## src/design/pst_pkg.sv

```systemverilog
// Package with the shared types and constants of the scanline mode timing block.
package pst_pkg;

    // Timing constants, in machine cycles and lines.
    localparam logic [6:0] LINE_DOTS         = 7'd114;
    localparam logic [6:0] SCAN_END          = 7'd20;
    localparam logic [6:0] DRAW_END          = 7'd63;
    localparam logic [6:0] DRAW_DOT          = 7'd21;
    localparam logic [7:0] LAST_LINE         = 8'd153;
    localparam logic [7:0] LAST_VISIBLE_LINE = 8'd143;
    localparam logic [7:0] FIRST_VBLANK_LINE = 8'd144;

    // Mode codes.
    localparam logic [1:0] MODE_HBLANK = 2'd0;
    localparam logic [1:0] MODE_VBLANK = 2'd1;
    localparam logic [1:0] MODE_SCAN   = 2'd2;
    localparam logic [1:0] MODE_DRAW   = 2'd3;

    // Configuration port geometry and register indexes.
    localparam int CFG_INDEX_W = 3;
    localparam int CFG_DATA_W  = 8;
    localparam logic [CFG_INDEX_W-1:0] REG_LINE_COMPARE    = 3'd0;
    localparam logic [CFG_INDEX_W-1:0] REG_HBLANK_IRQ_EN   = 3'd1;
    localparam logic [CFG_INDEX_W-1:0] REG_VBLANK_STAT_EN  = 3'd2;
    localparam logic [CFG_INDEX_W-1:0] REG_SCAN_IRQ_EN     = 3'd3;
    localparam logic [CFG_INDEX_W-1:0] REG_COMPARE_IRQ_EN  = 3'd4;

    // Configuration register contents.
    typedef struct packed {
        logic [7:0] line_compare;
        logic       hblank_irq_enable;
        logic       vblank_stat_irq_enable;
        logic       scan_irq_enable;
        logic       compare_irq_enable;
    } cfg_t;

    // One result word.
    typedef struct packed {
        logic [1:0]  mode;
        logic [7:0]  line;
        logic [6:0]  dot;
        logic        match_flag;
        logic        stat_irq;
        logic        vblank_irq;
        logic        draw_line;
        logic [15:0] frames;
    } res_t;

endpackage

```

## src/design/pst_if.sv

```systemverilog
// Channel interfaces of the scanline mode timing block.

// Tick channel: one word per machine-cycle step.
interface pst_tick_if;
    logic valid;
    logic ready;
    logic advance;

    modport source (output valid, output advance, input ready);
    modport sink (input valid, input advance, output ready);
endinterface

// Result channel: one word per accepted tick.
interface pst_result_if;
    logic        valid;
    logic        ready;
    logic [1:0]  mode;
    logic [7:0]  line;
    logic [6:0]  dot;
    logic        match_flag;
    logic        stat_irq;
    logic        vblank_irq;
    logic        draw_line;
    logic [15:0] frames;

    modport source (output valid, output mode, output line, output dot, output match_flag,
                    output stat_irq, output vblank_irq, output draw_line, output frames,
                    input ready);
    modport sink (input valid, input mode, input line, input dot, input match_flag,
                  input stat_irq, input vblank_irq, input draw_line, input frames,
                  output ready);
endinterface

// Configuration write channel.
interface pst_cfg_if;
    logic       valid;
    logic       ready;
    logic [2:0] index;
    logic [7:0] data;

    modport source (output valid, output index, output data, input ready);
    modport sink (input valid, input index, input data, output ready);
endinterface

```

## src/design/pst_cfg_regs.sv

```systemverilog
// Configuration register file of the scanline mode timing block.
module pst_cfg_regs
    import pst_pkg::*;
(
    input  logic            clk,
    input  logic            rst_n,
    input  logic            wr_en,
    input  logic [CFG_INDEX_W-1:0] wr_index,
    input  logic [CFG_DATA_W-1:0]  wr_data,
    output cfg_t            cfg
);

    cfg_t cfg_reg;
    cfg_t cfg_next;

    // Decode the register index; writes beyond the list are dropped.
    always_comb
    begin
        cfg_next = cfg_reg;
        if (wr_en)
        begin
            case (wr_index)
                REG_LINE_COMPARE:   cfg_next.line_compare           = wr_data;
                REG_HBLANK_IRQ_EN:  cfg_next.hblank_irq_enable      = wr_data[0];
                REG_VBLANK_STAT_EN: cfg_next.vblank_stat_irq_enable = wr_data[0];
                REG_SCAN_IRQ_EN:    cfg_next.scan_irq_enable        = wr_data[0];
                REG_COMPARE_IRQ_EN: cfg_next.compare_irq_enable     = wr_data[0];
                default:            cfg_next = cfg_reg;
            endcase
        end
    end

    always_ff @(posedge clk or negedge rst_n)
    begin
        if (!rst_n)
        begin
            cfg_reg <= '0;
        end
        else
        begin
            cfg_reg <= cfg_next;
        end
    end

    assign cfg = cfg_reg;

endmodule

```

## src/design/pst_timing.sv

```systemverilog
// Dot, line and mode state of the picture unit with its one-step update logic.
module pst_timing
    import pst_pkg::*;
(
    input  logic clk,
    input  logic rst_n,
    input  logic step_en,
    input  logic advance,
    input  cfg_t cfg,
    output res_t res
);

    logic [6:0]  dot_reg,   dot_next;
    logic [7:0]  line_reg,  line_next;
    logic [1:0]  mode_reg,  mode_next;
    logic        sreq_reg,  sreq_next;
    logic        flag_reg,  flag_next;
    logic [15:0] frame_reg, frame_next;

    logic [6:0] dot_inc;
    logic       line_end;
    logic       entry_try;
    logic       stat_pulse;
    logic       vblank_pulse;
    logic       draw_pulse;

    assign dot_inc = 7'(dot_reg + 7'd1);

    // Next state for one step: mode change, line end, interrupt gating, compare.
    always_comb
    begin
        dot_next     = dot_reg;
        line_next    = line_reg;
        mode_next    = mode_reg;
        sreq_next    = sreq_reg;
        flag_next    = flag_reg;
        frame_next   = frame_reg;
        line_end     = 1'b0;
        entry_try    = 1'b0;
        stat_pulse   = 1'b0;
        vblank_pulse = 1'b0;
        draw_pulse   = 1'b0;

        if (advance)
        begin
            dot_next = dot_inc;
            case (mode_reg)
                MODE_HBLANK, MODE_VBLANK:
                begin
                    line_end = (dot_inc == LINE_DOTS);
                end
                MODE_SCAN:
                begin
                    if (dot_inc == SCAN_END)
                    begin
                        mode_next = MODE_DRAW;
                    end
                end
                default:
                begin
                    if (dot_inc == DRAW_END)
                    begin
                        mode_next = MODE_HBLANK;
                        entry_try = cfg.hblank_irq_enable;
                    end
                    else if (dot_inc == DRAW_DOT)
                    begin
                        draw_pulse = 1'b1;
                    end
                end
            endcase

            // Line wrap: next line, frame count and the mode that a new line opens with.
            if (line_end)
            begin
                dot_next = '0;
                if (line_reg == LAST_LINE)
                begin
                    line_next  = '0;
                    mode_next  = MODE_SCAN;
                    entry_try  = cfg.scan_irq_enable;
                    frame_next = 16'(frame_reg + 16'd1);
                end
                else if (line_reg == LAST_VISIBLE_LINE)
                begin
                    line_next    = FIRST_VBLANK_LINE;
                    mode_next    = MODE_VBLANK;
                    entry_try    = cfg.vblank_stat_irq_enable;
                    vblank_pulse = 1'b1;
                end
                else
                begin
                    line_next = 8'(line_reg + 8'd1);
                    if (mode_reg == MODE_HBLANK)
                    begin
                        mode_next = MODE_SCAN;
                        entry_try = cfg.scan_irq_enable;
                    end
                end
            end

            // STAT request on mode entry, at most once per line.
            if (entry_try && !sreq_next)
            begin
                sreq_next  = 1'b1;
                stat_pulse = 1'b1;
            end

            // Line compare after the new line is in place.
            if (line_end)
            begin
                if ((line_next == cfg.line_compare) && cfg.compare_irq_enable)
                begin
                    if (!sreq_next)
                    begin
                        sreq_next  = 1'b1;
                        stat_pulse = 1'b1;
                    end
                    flag_next = 1'b1;
                end
                else
                begin
                    flag_next = 1'b0;
                    sreq_next = 1'b0;
                end
            end
        end
    end

    // State registers, updated once per accepted step.
    always_ff @(posedge clk or negedge rst_n)
    begin
        if (!rst_n)
        begin
            dot_reg   <= '0;
            line_reg  <= '0;
            mode_reg  <= MODE_SCAN;
            sreq_reg  <= 1'b0;
            flag_reg  <= 1'b0;
            frame_reg <= '0;
        end
        else if (step_en)
        begin
            dot_reg   <= dot_next;
            line_reg  <= line_next;
            mode_reg  <= mode_next;
            sreq_reg  <= sreq_next;
            flag_reg  <= flag_next;
            frame_reg <= frame_next;
        end
    end

    // Result word of this step.
    always_comb
    begin
        res.mode       = mode_next;
        res.line       = line_next;
        res.dot        = dot_next;
        res.match_flag = flag_next;
        res.stat_irq   = stat_pulse;
        res.vblank_irq = vblank_pulse;
        res.draw_line  = draw_pulse;
        res.frames     = frame_next;
    end

`ifndef SYNTHESIS
    // The dot position never reaches the line length.
    assert property (@(posedge clk) disable iff (!rst_n) dot_reg < LINE_DOTS)
        else $error("dot position out of range");

    // Vblank mode exactly on the lines after the last visible one.
    assert property (@(posedge clk) disable iff (!rst_n)
        (mode_reg == MODE_VBLANK) == (line_reg > LAST_VISIBLE_LINE))
        else $error("mode and line disagree on vblank");

    // The vblank pulse opens the first vblank line.
    assert property (@(posedge clk) disable iff (!rst_n)
        (step_en && res.vblank_irq) |-> (res.line == FIRST_VBLANK_LINE && res.dot == 7'd0))
        else $error("vblank pulse at the wrong place");

    // An idle step leaves the position untouched.
    assert property (@(posedge clk) disable iff (!rst_n)
        (step_en && !advance) |=> ($stable(dot_reg) && $stable(line_reg) && $stable(mode_reg)))
        else $error("idle step changed the position");
`endif

endmodule

```

## src/design/ppu_scanline_mode_timing_core.sv

```systemverilog
// Top level of the scanline mode timing block: channels, input and result registers.
//
// Use: each word on the tick channel is one step; advance = 1 moves the unit on by one
// machine cycle, advance = 0 repeats the current state with no pulses. For every tick
// word exactly one result word comes out on the result channel, in order, carrying the
// mode, line, dot, stored compare flag, the STAT, vblank and draw pulses of that step
// and the frame count.
// Path: a tick word accepted on the tick channel is held in the input register and then
// in the result register, from which it is shown on the result channel.
// Throughput: one word per cycle while the result channel takes its words; the dot, line
// and mode registers between the two stages are updated once per moving word.
// Configuration: the cfg channel is always ready; index 0 is the compare line, 1 to 4
// are the hblank, vblank, scan and compare STAT enables. Other indexes are ignored.
// Reset: line 0, dot 0, scan mode, flags and frame count cleared, enables off, both
// channels empty.
// Stall: while the result word is not taken, the input register still takes one more
// word; then tick.ready falls until the result moves on. No word is lost or repeated.
module ppu_scanline_mode_timing_core
    import pst_pkg::*;
(
    input  logic clk,
    input  logic rst_n,
    pst_tick_if.sink     tick,
    pst_result_if.source result,
    pst_cfg_if.sink      cfg
);

    cfg_t cfg_regs;
    res_t step_res;
    res_t res_reg;

    logic s1_valid_reg;
    logic s1_advance_reg;
    logic out_valid_reg;
    logic s1_move;
    logic tick_fire;

    // Configuration registers.
    assign cfg.ready = 1'b1;

    pst_cfg_regs u_cfg_regs (
        .clk      (clk),
        .rst_n    (rst_n),
        .wr_en    (cfg.valid),
        .wr_index (cfg.index),
        .wr_data  (cfg.data),
        .cfg      (cfg_regs)
    );

    // Handshake: the stage moves when the result register is free or being emptied.
    assign s1_move    = s1_valid_reg && (!out_valid_reg || result.ready);
    assign tick.ready = !s1_valid_reg || s1_move;
    assign tick_fire  = tick.valid && tick.ready;

    // Input register.
    always_ff @(posedge clk or negedge rst_n)
    begin
        if (!rst_n)
        begin
            s1_valid_reg <= 1'b0;
        end
        else if (tick.ready)
        begin
            s1_valid_reg <= tick.valid;
        end
    end

    always_ff @(posedge clk)
    begin
        if (tick_fire)
        begin
            s1_advance_reg <= tick.advance;
        end
    end

    // State update logic.
    pst_timing u_timing (
        .clk     (clk),
        .rst_n   (rst_n),
        .step_en (s1_move),
        .advance (s1_advance_reg),
        .cfg     (cfg_regs),
        .res     (step_res)
    );

    // Result register.
    always_ff @(posedge clk or negedge rst_n)
    begin
        if (!rst_n)
        begin
            out_valid_reg <= 1'b0;
        end
        else if (s1_move)
        begin
            out_valid_reg <= 1'b1;
        end
        else if (result.ready)
        begin
            out_valid_reg <= 1'b0;
        end
    end

    always_ff @(posedge clk)
    begin
        if (s1_move)
        begin
            res_reg <= step_res;
        end
    end

    assign result.valid      = out_valid_reg;
    assign result.mode       = res_reg.mode;
    assign result.line       = res_reg.line;
    assign result.dot        = res_reg.dot;
    assign result.match_flag = res_reg.match_flag;
    assign result.stat_irq   = res_reg.stat_irq;
    assign result.vblank_irq = res_reg.vblank_irq;
    assign result.draw_line  = res_reg.draw_line;
    assign result.frames     = res_reg.frames;

endmodule
```

## src/flat_wrapper.sv

```systemverilog
// flat-port wrapper written by rule: the top's interface ports become plain ports
module ppu_scanline_mode_timing_core_flat import pst_pkg::*;
  (clk, rst_n, tick_valid, tick_advance, tick_ready, result_valid, result_mode, result_line, result_dot, result_match_flag, result_stat_irq, result_vblank_irq, result_draw_line, result_frames, result_ready, cfg_valid, cfg_index, cfg_data, cfg_ready);
  pst_tick_if tick_i ();
  pst_result_if result_i ();
  pst_cfg_if cfg_i ();
  input  logic clk;
  input  logic rst_n;
  input wire logic [$bits(tick_i.valid)-1:0] tick_valid;
  input wire logic [$bits(tick_i.advance)-1:0] tick_advance;
  output wire logic [$bits(tick_i.ready)-1:0] tick_ready;
  output wire logic [$bits(result_i.valid)-1:0] result_valid;
  output wire logic [$bits(result_i.mode)-1:0] result_mode;
  output wire logic [$bits(result_i.line)-1:0] result_line;
  output wire logic [$bits(result_i.dot)-1:0] result_dot;
  output wire logic [$bits(result_i.match_flag)-1:0] result_match_flag;
  output wire logic [$bits(result_i.stat_irq)-1:0] result_stat_irq;
  output wire logic [$bits(result_i.vblank_irq)-1:0] result_vblank_irq;
  output wire logic [$bits(result_i.draw_line)-1:0] result_draw_line;
  output wire logic [$bits(result_i.frames)-1:0] result_frames;
  input wire logic [$bits(result_i.ready)-1:0] result_ready;
  input wire logic [$bits(cfg_i.valid)-1:0] cfg_valid;
  input wire logic [$bits(cfg_i.index)-1:0] cfg_index;
  input wire logic [$bits(cfg_i.data)-1:0] cfg_data;
  output wire logic [$bits(cfg_i.ready)-1:0] cfg_ready;
  assign tick_i.valid = tick_valid;
  assign tick_i.advance = tick_advance;
  assign tick_ready = tick_i.ready;
  assign result_valid = result_i.valid;
  assign result_mode = result_i.mode;
  assign result_line = result_i.line;
  assign result_dot = result_i.dot;
  assign result_match_flag = result_i.match_flag;
  assign result_stat_irq = result_i.stat_irq;
  assign result_vblank_irq = result_i.vblank_irq;
  assign result_draw_line = result_i.draw_line;
  assign result_frames = result_i.frames;
  assign result_i.ready = result_ready;
  assign cfg_i.valid = cfg_valid;
  assign cfg_i.index = cfg_index;
  assign cfg_i.data = cfg_data;
  assign cfg_ready = cfg_i.ready;
  ppu_scanline_mode_timing_core u_core (.clk(clk), .rst_n(rst_n), .tick(tick_i), .result(result_i), .cfg(cfg_i));
endmodule
```

## config.mk

```make
export PLATFORM = sky130hd
export DESIGN_NAME = ppu_scanline_mode_timing_core_flat
export DESIGN_NICKNAME = d
export VERILOG_FILES = /design/src/design/pst_pkg.sv /design/src/design/pst_if.sv /design/src/design/pst_cfg_regs.sv /design/src/design/pst_timing.sv /design/src/design/ppu_scanline_mode_timing_core.sv /design/src/flat_wrapper.sv
export SDC_FILE = /design/constraint.sdc
export NUM_CORES = 1
export LEC_CHECK = 0
export ABC_AREA = 0
export BUFFER_PORTS_ARGS = -buffer_cell sky130_fd_sc_hd__buf_2
export CORE_UTILIZATION = 40
export CTS_BUF_LIST = sky130_fd_sc_hd__clkbuf_8
export DETAILED_ROUTE_END_ITERATION = 12
export MAX_ROUTING_LAYER = met4
export PLACE_DENSITY_LB_ADDON = 0.3
export SLEW_MARGIN = 0
export SYNTH_ARGS = -nofsm -noshare
export SYNTH_HDL_FRONTEND = slang
export SYNTH_SLANG_ARGS = --single-unit
```

## constraint.sdc

```tcl
create_clock -name clk -period 3.6 [get_ports clk]
set_input_delay 0.18 -clock clk [delete_from_list [all_inputs] [get_ports clk]]
set_output_delay 0.18 -clock clk [all_outputs]
set_load 0.05 [all_outputs]
```

* After elaboration in Yosys (flattened, before gate mapping)
Index checks and enable logic that the tools add are counted.
Cells by class: $add $sub $neg 3, mux-type cells 41, equal/unequal tests 13, reductions and logical operators 22, bitwise logic cells 2
Operators by type and width (count):
- 16-bit two-way mux | 3
- 8-bit two-way mux | 5
- 1-bit two-way mux | 23
- 16-bit by 1-bit adder with 16-bit output (second input constant) | 1
- 8-bit == test (second input constant) | 2
- 7-bit by 5-bit == test with 1-bit output (second input constant) | 2
- 2-bit two-way mux | 7
- 7-bit two-way mux | 2
- 2-bit AND reduction | 6
- 8-bit by 1-bit adder with 8-bit output (second input constant) | 1
- 8-bit == test | 1
- 7-bit by 1-bit adder with 7-bit output (second input constant) | 1
- 7-bit by 6-bit == test with 1-bit output (second input constant) | 1
- 7-bit == test (second input constant) | 1
- 3-bit by 2-bit == test with 1-bit output (second input constant) | 2
- 3-bit OR reduction | 2
- 5-bit OR reduction | 1
- 1-bit logical AND | 4
- 2-bit one-hot mux with 2 select lines | 1
- 3-bit by 1-bit == test with 1-bit output (second input constant) | 1
- 3-bit == test (second input constant) | 1
- 1-bit zero test | 3
- 3-bit zero test | 1
- 2-bit by 1-bit == test with 1-bit output (second input constant) | 1
- other kinds (6) | 8
Storage, ports and cells: output and inout bits 40, logic and storage cells 103, input port bits 17, flip-flop bits (word level) 87

* Longest topological paths before layout
depth after elaboration 15, mapped depth 12

* Modules after synthesis
From an unflattened synthesis, not the netlist that was laid out.
Second synthesis, totals: cell total of the unflattened synthesis 464, area, all modules 4794.6 um2
Modules (own cells, without submodules):
- pst_timing | times used 1, cells each 387, sequential area each 877.1 um2, area each 3035.4 um2
- ppu_scanline_mode_timing_core | times used 1, cells each 48, sequential area each 1191.1 um2, area each 1256.2 um2
- pst_cfg_regs | times used 1, cells each 29, sequential area each 300.3 um2, area each 503.0 um2

* Worst setup path after synthesis
Ideal clock, no wire load.
path kind register to register, start point reg u_core.out_valid_reg, in the netlist u_core.result.valid, end point reg u_core.u_timing.line_reg[0], required time 3.475 ns, cell stages (with the launch flop) 7, period minus slack after synthesis 2.533 ns, arrival 2.408 ns, buffers on the path 0, slack 1.067 ns, cells stage by stage dfrtp_1 -> nand2b_1 -> nand2_1 -> inv_1 -> nand2_1 -> nor2_1 -> mux2_2
Between the ends: longest elaborated chain between the ends 3
RTL lines:
- from (decl) | line ppu_scanline_mode_timing_core.sv:34 | logic out_valid_reg;
- from (signal assigned) | line ppu_scanline_mode_timing_core.sv:91 | out_valid_reg <= 1'b0;
- from (signal assigned) | line ppu_scanline_mode_timing_core.sv:95 | out_valid_reg <= 1'b1;
- from (signal assigned) | line ppu_scanline_mode_timing_core.sv:99 | out_valid_reg <= 1'b0;
- 1-bit zero test | line ppu_scanline_mode_timing_core.sv:51 | assign s1_move = s1_valid_reg && (!out_valid_reg || result.ready);
- 1-bit logical OR | line ppu_scanline_mode_timing_core.sv:51
- 1-bit logical AND | line ppu_scanline_mode_timing_core.sv:51
- named net u_core.s1_move | line ppu_scanline_mode_timing_core.sv:35 | logic s1_move;
- to (signal assigned) | line pst_timing.sv:145 | line_reg <= line_next;
- to (decl) | line pst_timing.sv:14 | logic [7:0] line_reg, line_next;
The timed path passes the listed nets, and every way through them passes these cells. A chain may end at the register's enable or synchronous reset.

* Worst setup path after layout
start point reg u_core.u_timing.line_reg[0], end point reg u_core.res_reg, in the netlist u_core.result.stat_irq, data pin
Between the ends: longest elaborated chain between the ends 11
RTL lines:
- parallel branches: the longest is 10 deep, another holds 8-bit by 1-bit adder with 8-bit output
- 1-bit two-way mux (*) | line pst_timing.sv:110 | if (line_end)
- to (signal assigned) | line ppu_scanline_mode_timing_core.sv:107 | res_reg <= step_res;
- to (decl) | line ppu_scanline_mode_timing_core.sv:30 | res_t res_reg;
Mark *: on every way between the ends. The select of a mux whose other input is x is not followed.

==> results.yml <==
clocking:
  clk_pin_slew_worst_paths_ps: 90
  worstSkewPairLatency_ps: 360
  cts_root_buf: "clkbuf_8"
  cts_tree: "yes"
  cts_setup_buffers: 0
  cts.sink_count: 87
  cts-buffers-inserted: 9
  htreeDepth: 3
  clockBufferDepth: 2
yosys:
  synth_area_leaders: "dfrtp_1, edfxtp_1, xnor2_1, mux2_2, xor2_1"
  ys_warn_count: 0
  yosysSeqAreaShare: 0.531
  synth.distinct_cells: 53
  syn-num-nets: 437
  syn_inst: 413
  yosys_register_bits: 87
  synth_flop_cell: "dfrtp_1"
  synth_area_per_cell_um2: 10.8
  netlist_area_mm2: 0.00446
  postSynth.asyncResetShare: 0.563
  netlist.area_leader.share: 0.269
  yosysTopAreaCell: "dfrtp_1"
  synth_edf_count: 38
layout:
  fill_cells: 1027
  final_area_mm2: 0.00502
  layout_commonest_cell: "buf_2"
  mostFrequentLayoutCells: "buf_2, dfrtp_1, nand2_1"
  drive_above_1_share: 0.220
  syn_to_final_growth_pct: 12.4
  num_antenna_cells: 0
  nets: 483
timing:
  whs_ps: 32.3
  layout_min_cycle_time_ps: 2910
  hold_viol: 0
  slew_headroom: 0.571
  maxSlewViolCount: 0
  setup_tns_ps: 0
  fin_crit_sh: 0.809
  finClkSkew_ps: 11.5
  timing.fmax_mhz: 343
  setup_viol: 0
  max_slew.worst_pin.slew_ps: 627
  rsz0062_at_grt: "no"
critical_path:
  cp-end-kind: "register"
  critPathRequiredTime_ps: 3800
  crit_chain: "ha_1, nand3b_1, or2_0, o211ai_1, or3_1, a2111oi_0, nand4_1, a211oi_1"
  path_class: "register to register"
  worstPathArrival_ps: 3110
  critPathLaunchType: "register"
  crit_slowest_cell: "a2111oi_0"
  cp_max_fo: 6
  slowest_delay_ps: 510
placement:
  gp_congestion: 0.837
  port_buffers: 55
  dp_hpwl_um: 6300
  dpl_cell_area_mm2: 0.00482
detailed_routing:
  drc_errors: 0
  dr.pass1.iters: 4
  routedWlPerCell_um: 14.4
  first_iter_violations: 194
  drtAntennaViolNets: 0
  viasPerCell: 5.20
  wl_um: 8710
  vias: 3139
status:
  outcome: "finished, final reports clean"
power:
  power.leakage_nw: 2.08
  total_power_mw: 2.35
  power.density_mw_per_mm2: 468
  peakVddDrop_mv: 0.219
global_routing:
  antenna_found_initial: 0
  grt_pass1_wl_um: 14700
  grt_max_degree: 41
  grt_overflow: 0
  grtUsageTotal: 0.169
  grt_pass1_vias: 3030
floorplanning:
  die_area_mm2: 0.0116
  rows: 38
  core_area_mm2: 0.0108
  initial_core_util: 0.412
  die_x_um: 108
  num_io_pins: 57
  die_h_um: 108
min_path:
  hold_path.class: "input pin to register"
job:
  max_cap_violations: 0
[area by class of cell]
cell class                      count  area [µm²]  area share
Sequential cell                    87        2370       0.472
Clock buffer                       10         138      0.0274
Tap cell                          140         175      0.0349
Timing Repair Buffer               62         333      0.0663
Multi-Input combinational cell    291        1940       0.386
Clock inverter                      6        37.5     0.00748
Inverter                            8        30.0     0.00598
[cells by family after synthesis]
family                     Yosys count  synth area share
and+or+nand+nor                    159             0.184
DFF                                 87             0.531
AOI/OAI and AO/OA                   57            0.0888
xor gates and xnor gates            50            0.0981
buffers and inverters               35            0.0356
muxes                               17            0.0429
adders and majority gates            7            0.0196
other                                1          0.000840
[cells in the mapped netlist (all sizes together) (3+ instances only)]
library cell	number
a211oi	3
xor2	21
nor2	40
inv	8
nand2	47
o22a	7
a21oi	6
dfrtp	48
o21ai	14
nor3	11
or3	3
edfxtp	38
ha	7
nand3b	3
or2	4
nand3	16
buf	11
and2	4
and4	4
o211ai	3
mux2	17
o22ai	4
a31oi	5
and3	6
o21a	3
nand2b	7
clkbuf	16
nand4	7
xnor2	29
a32o	4
[metal layers]
metal  up-vias  part of all wire  GRT usage
met5         -                 0          -
met4         0             0.012     0.0597
met3         5             0.037     0.0369
met2        57              0.48      0.257
met1      1530              0.47      0.224
li1       1547                 -          -
[stage by stage]
stage / util / std cells / setup WS (ps)
after floorplan: - / 413 / 1070
after global placement: 0.445 / 586 / 839
after detailed placement: 0.445 / 586 / 716
after CTS: 0.463 / 604 / 708
after global routing: 0.463 / 604 / 447
final: 0.463 / 604 / 686
[report_power, final]
part / internal, mW / switching (mW) / total (mW) / leakage (nW)
clock: 0.266 / 0.339 / 0.604 / 0.0911
sequential: 1.16 / 0.117 / 1.27 / 1.02
combinational: 0.166 / 0.306 / 0.472 / 0.978
[timing repair]
action / CTS / global route
hold endpoints to repair: 13 / 0
resized for setup: 0 / 0
hold buffers: 2 / 0
[critical path: cells and delay by family (launching register included)]
kind | cells | cell delay [ps]
compound gates | 3 | 900
fa+ha+maj | 1 | 240
flops | 1 | 430
simple gates | 4 | 1200
[path summary, 6_finish.rpt]
check / startpoint / end / slack, ps / cells past startpoint
max reg2reg: u_core.u_timing.line_reg[0] / u_core.result.stat_irq / 690 / 8
min in group asynchronous: rst_n / u_core.u_cfg_regs.cfg[3] / 230 / 2
min reg2reg: u_core.u_timing.frame_reg[15] / u_core.u_timing.frame_reg[15] / 500 / 1
min: tick_valid / u_core.s1_valid_reg / 30 / 2
max in group asynchronous: rst_n / u_core.u_timing.mode_reg[1] / 2570 / 3
max: u_core.u_timing.line_reg[0] / u_core.result.stat_irq / 690 / 8
No activity file was read; power rests on OpenSTA's default activity.
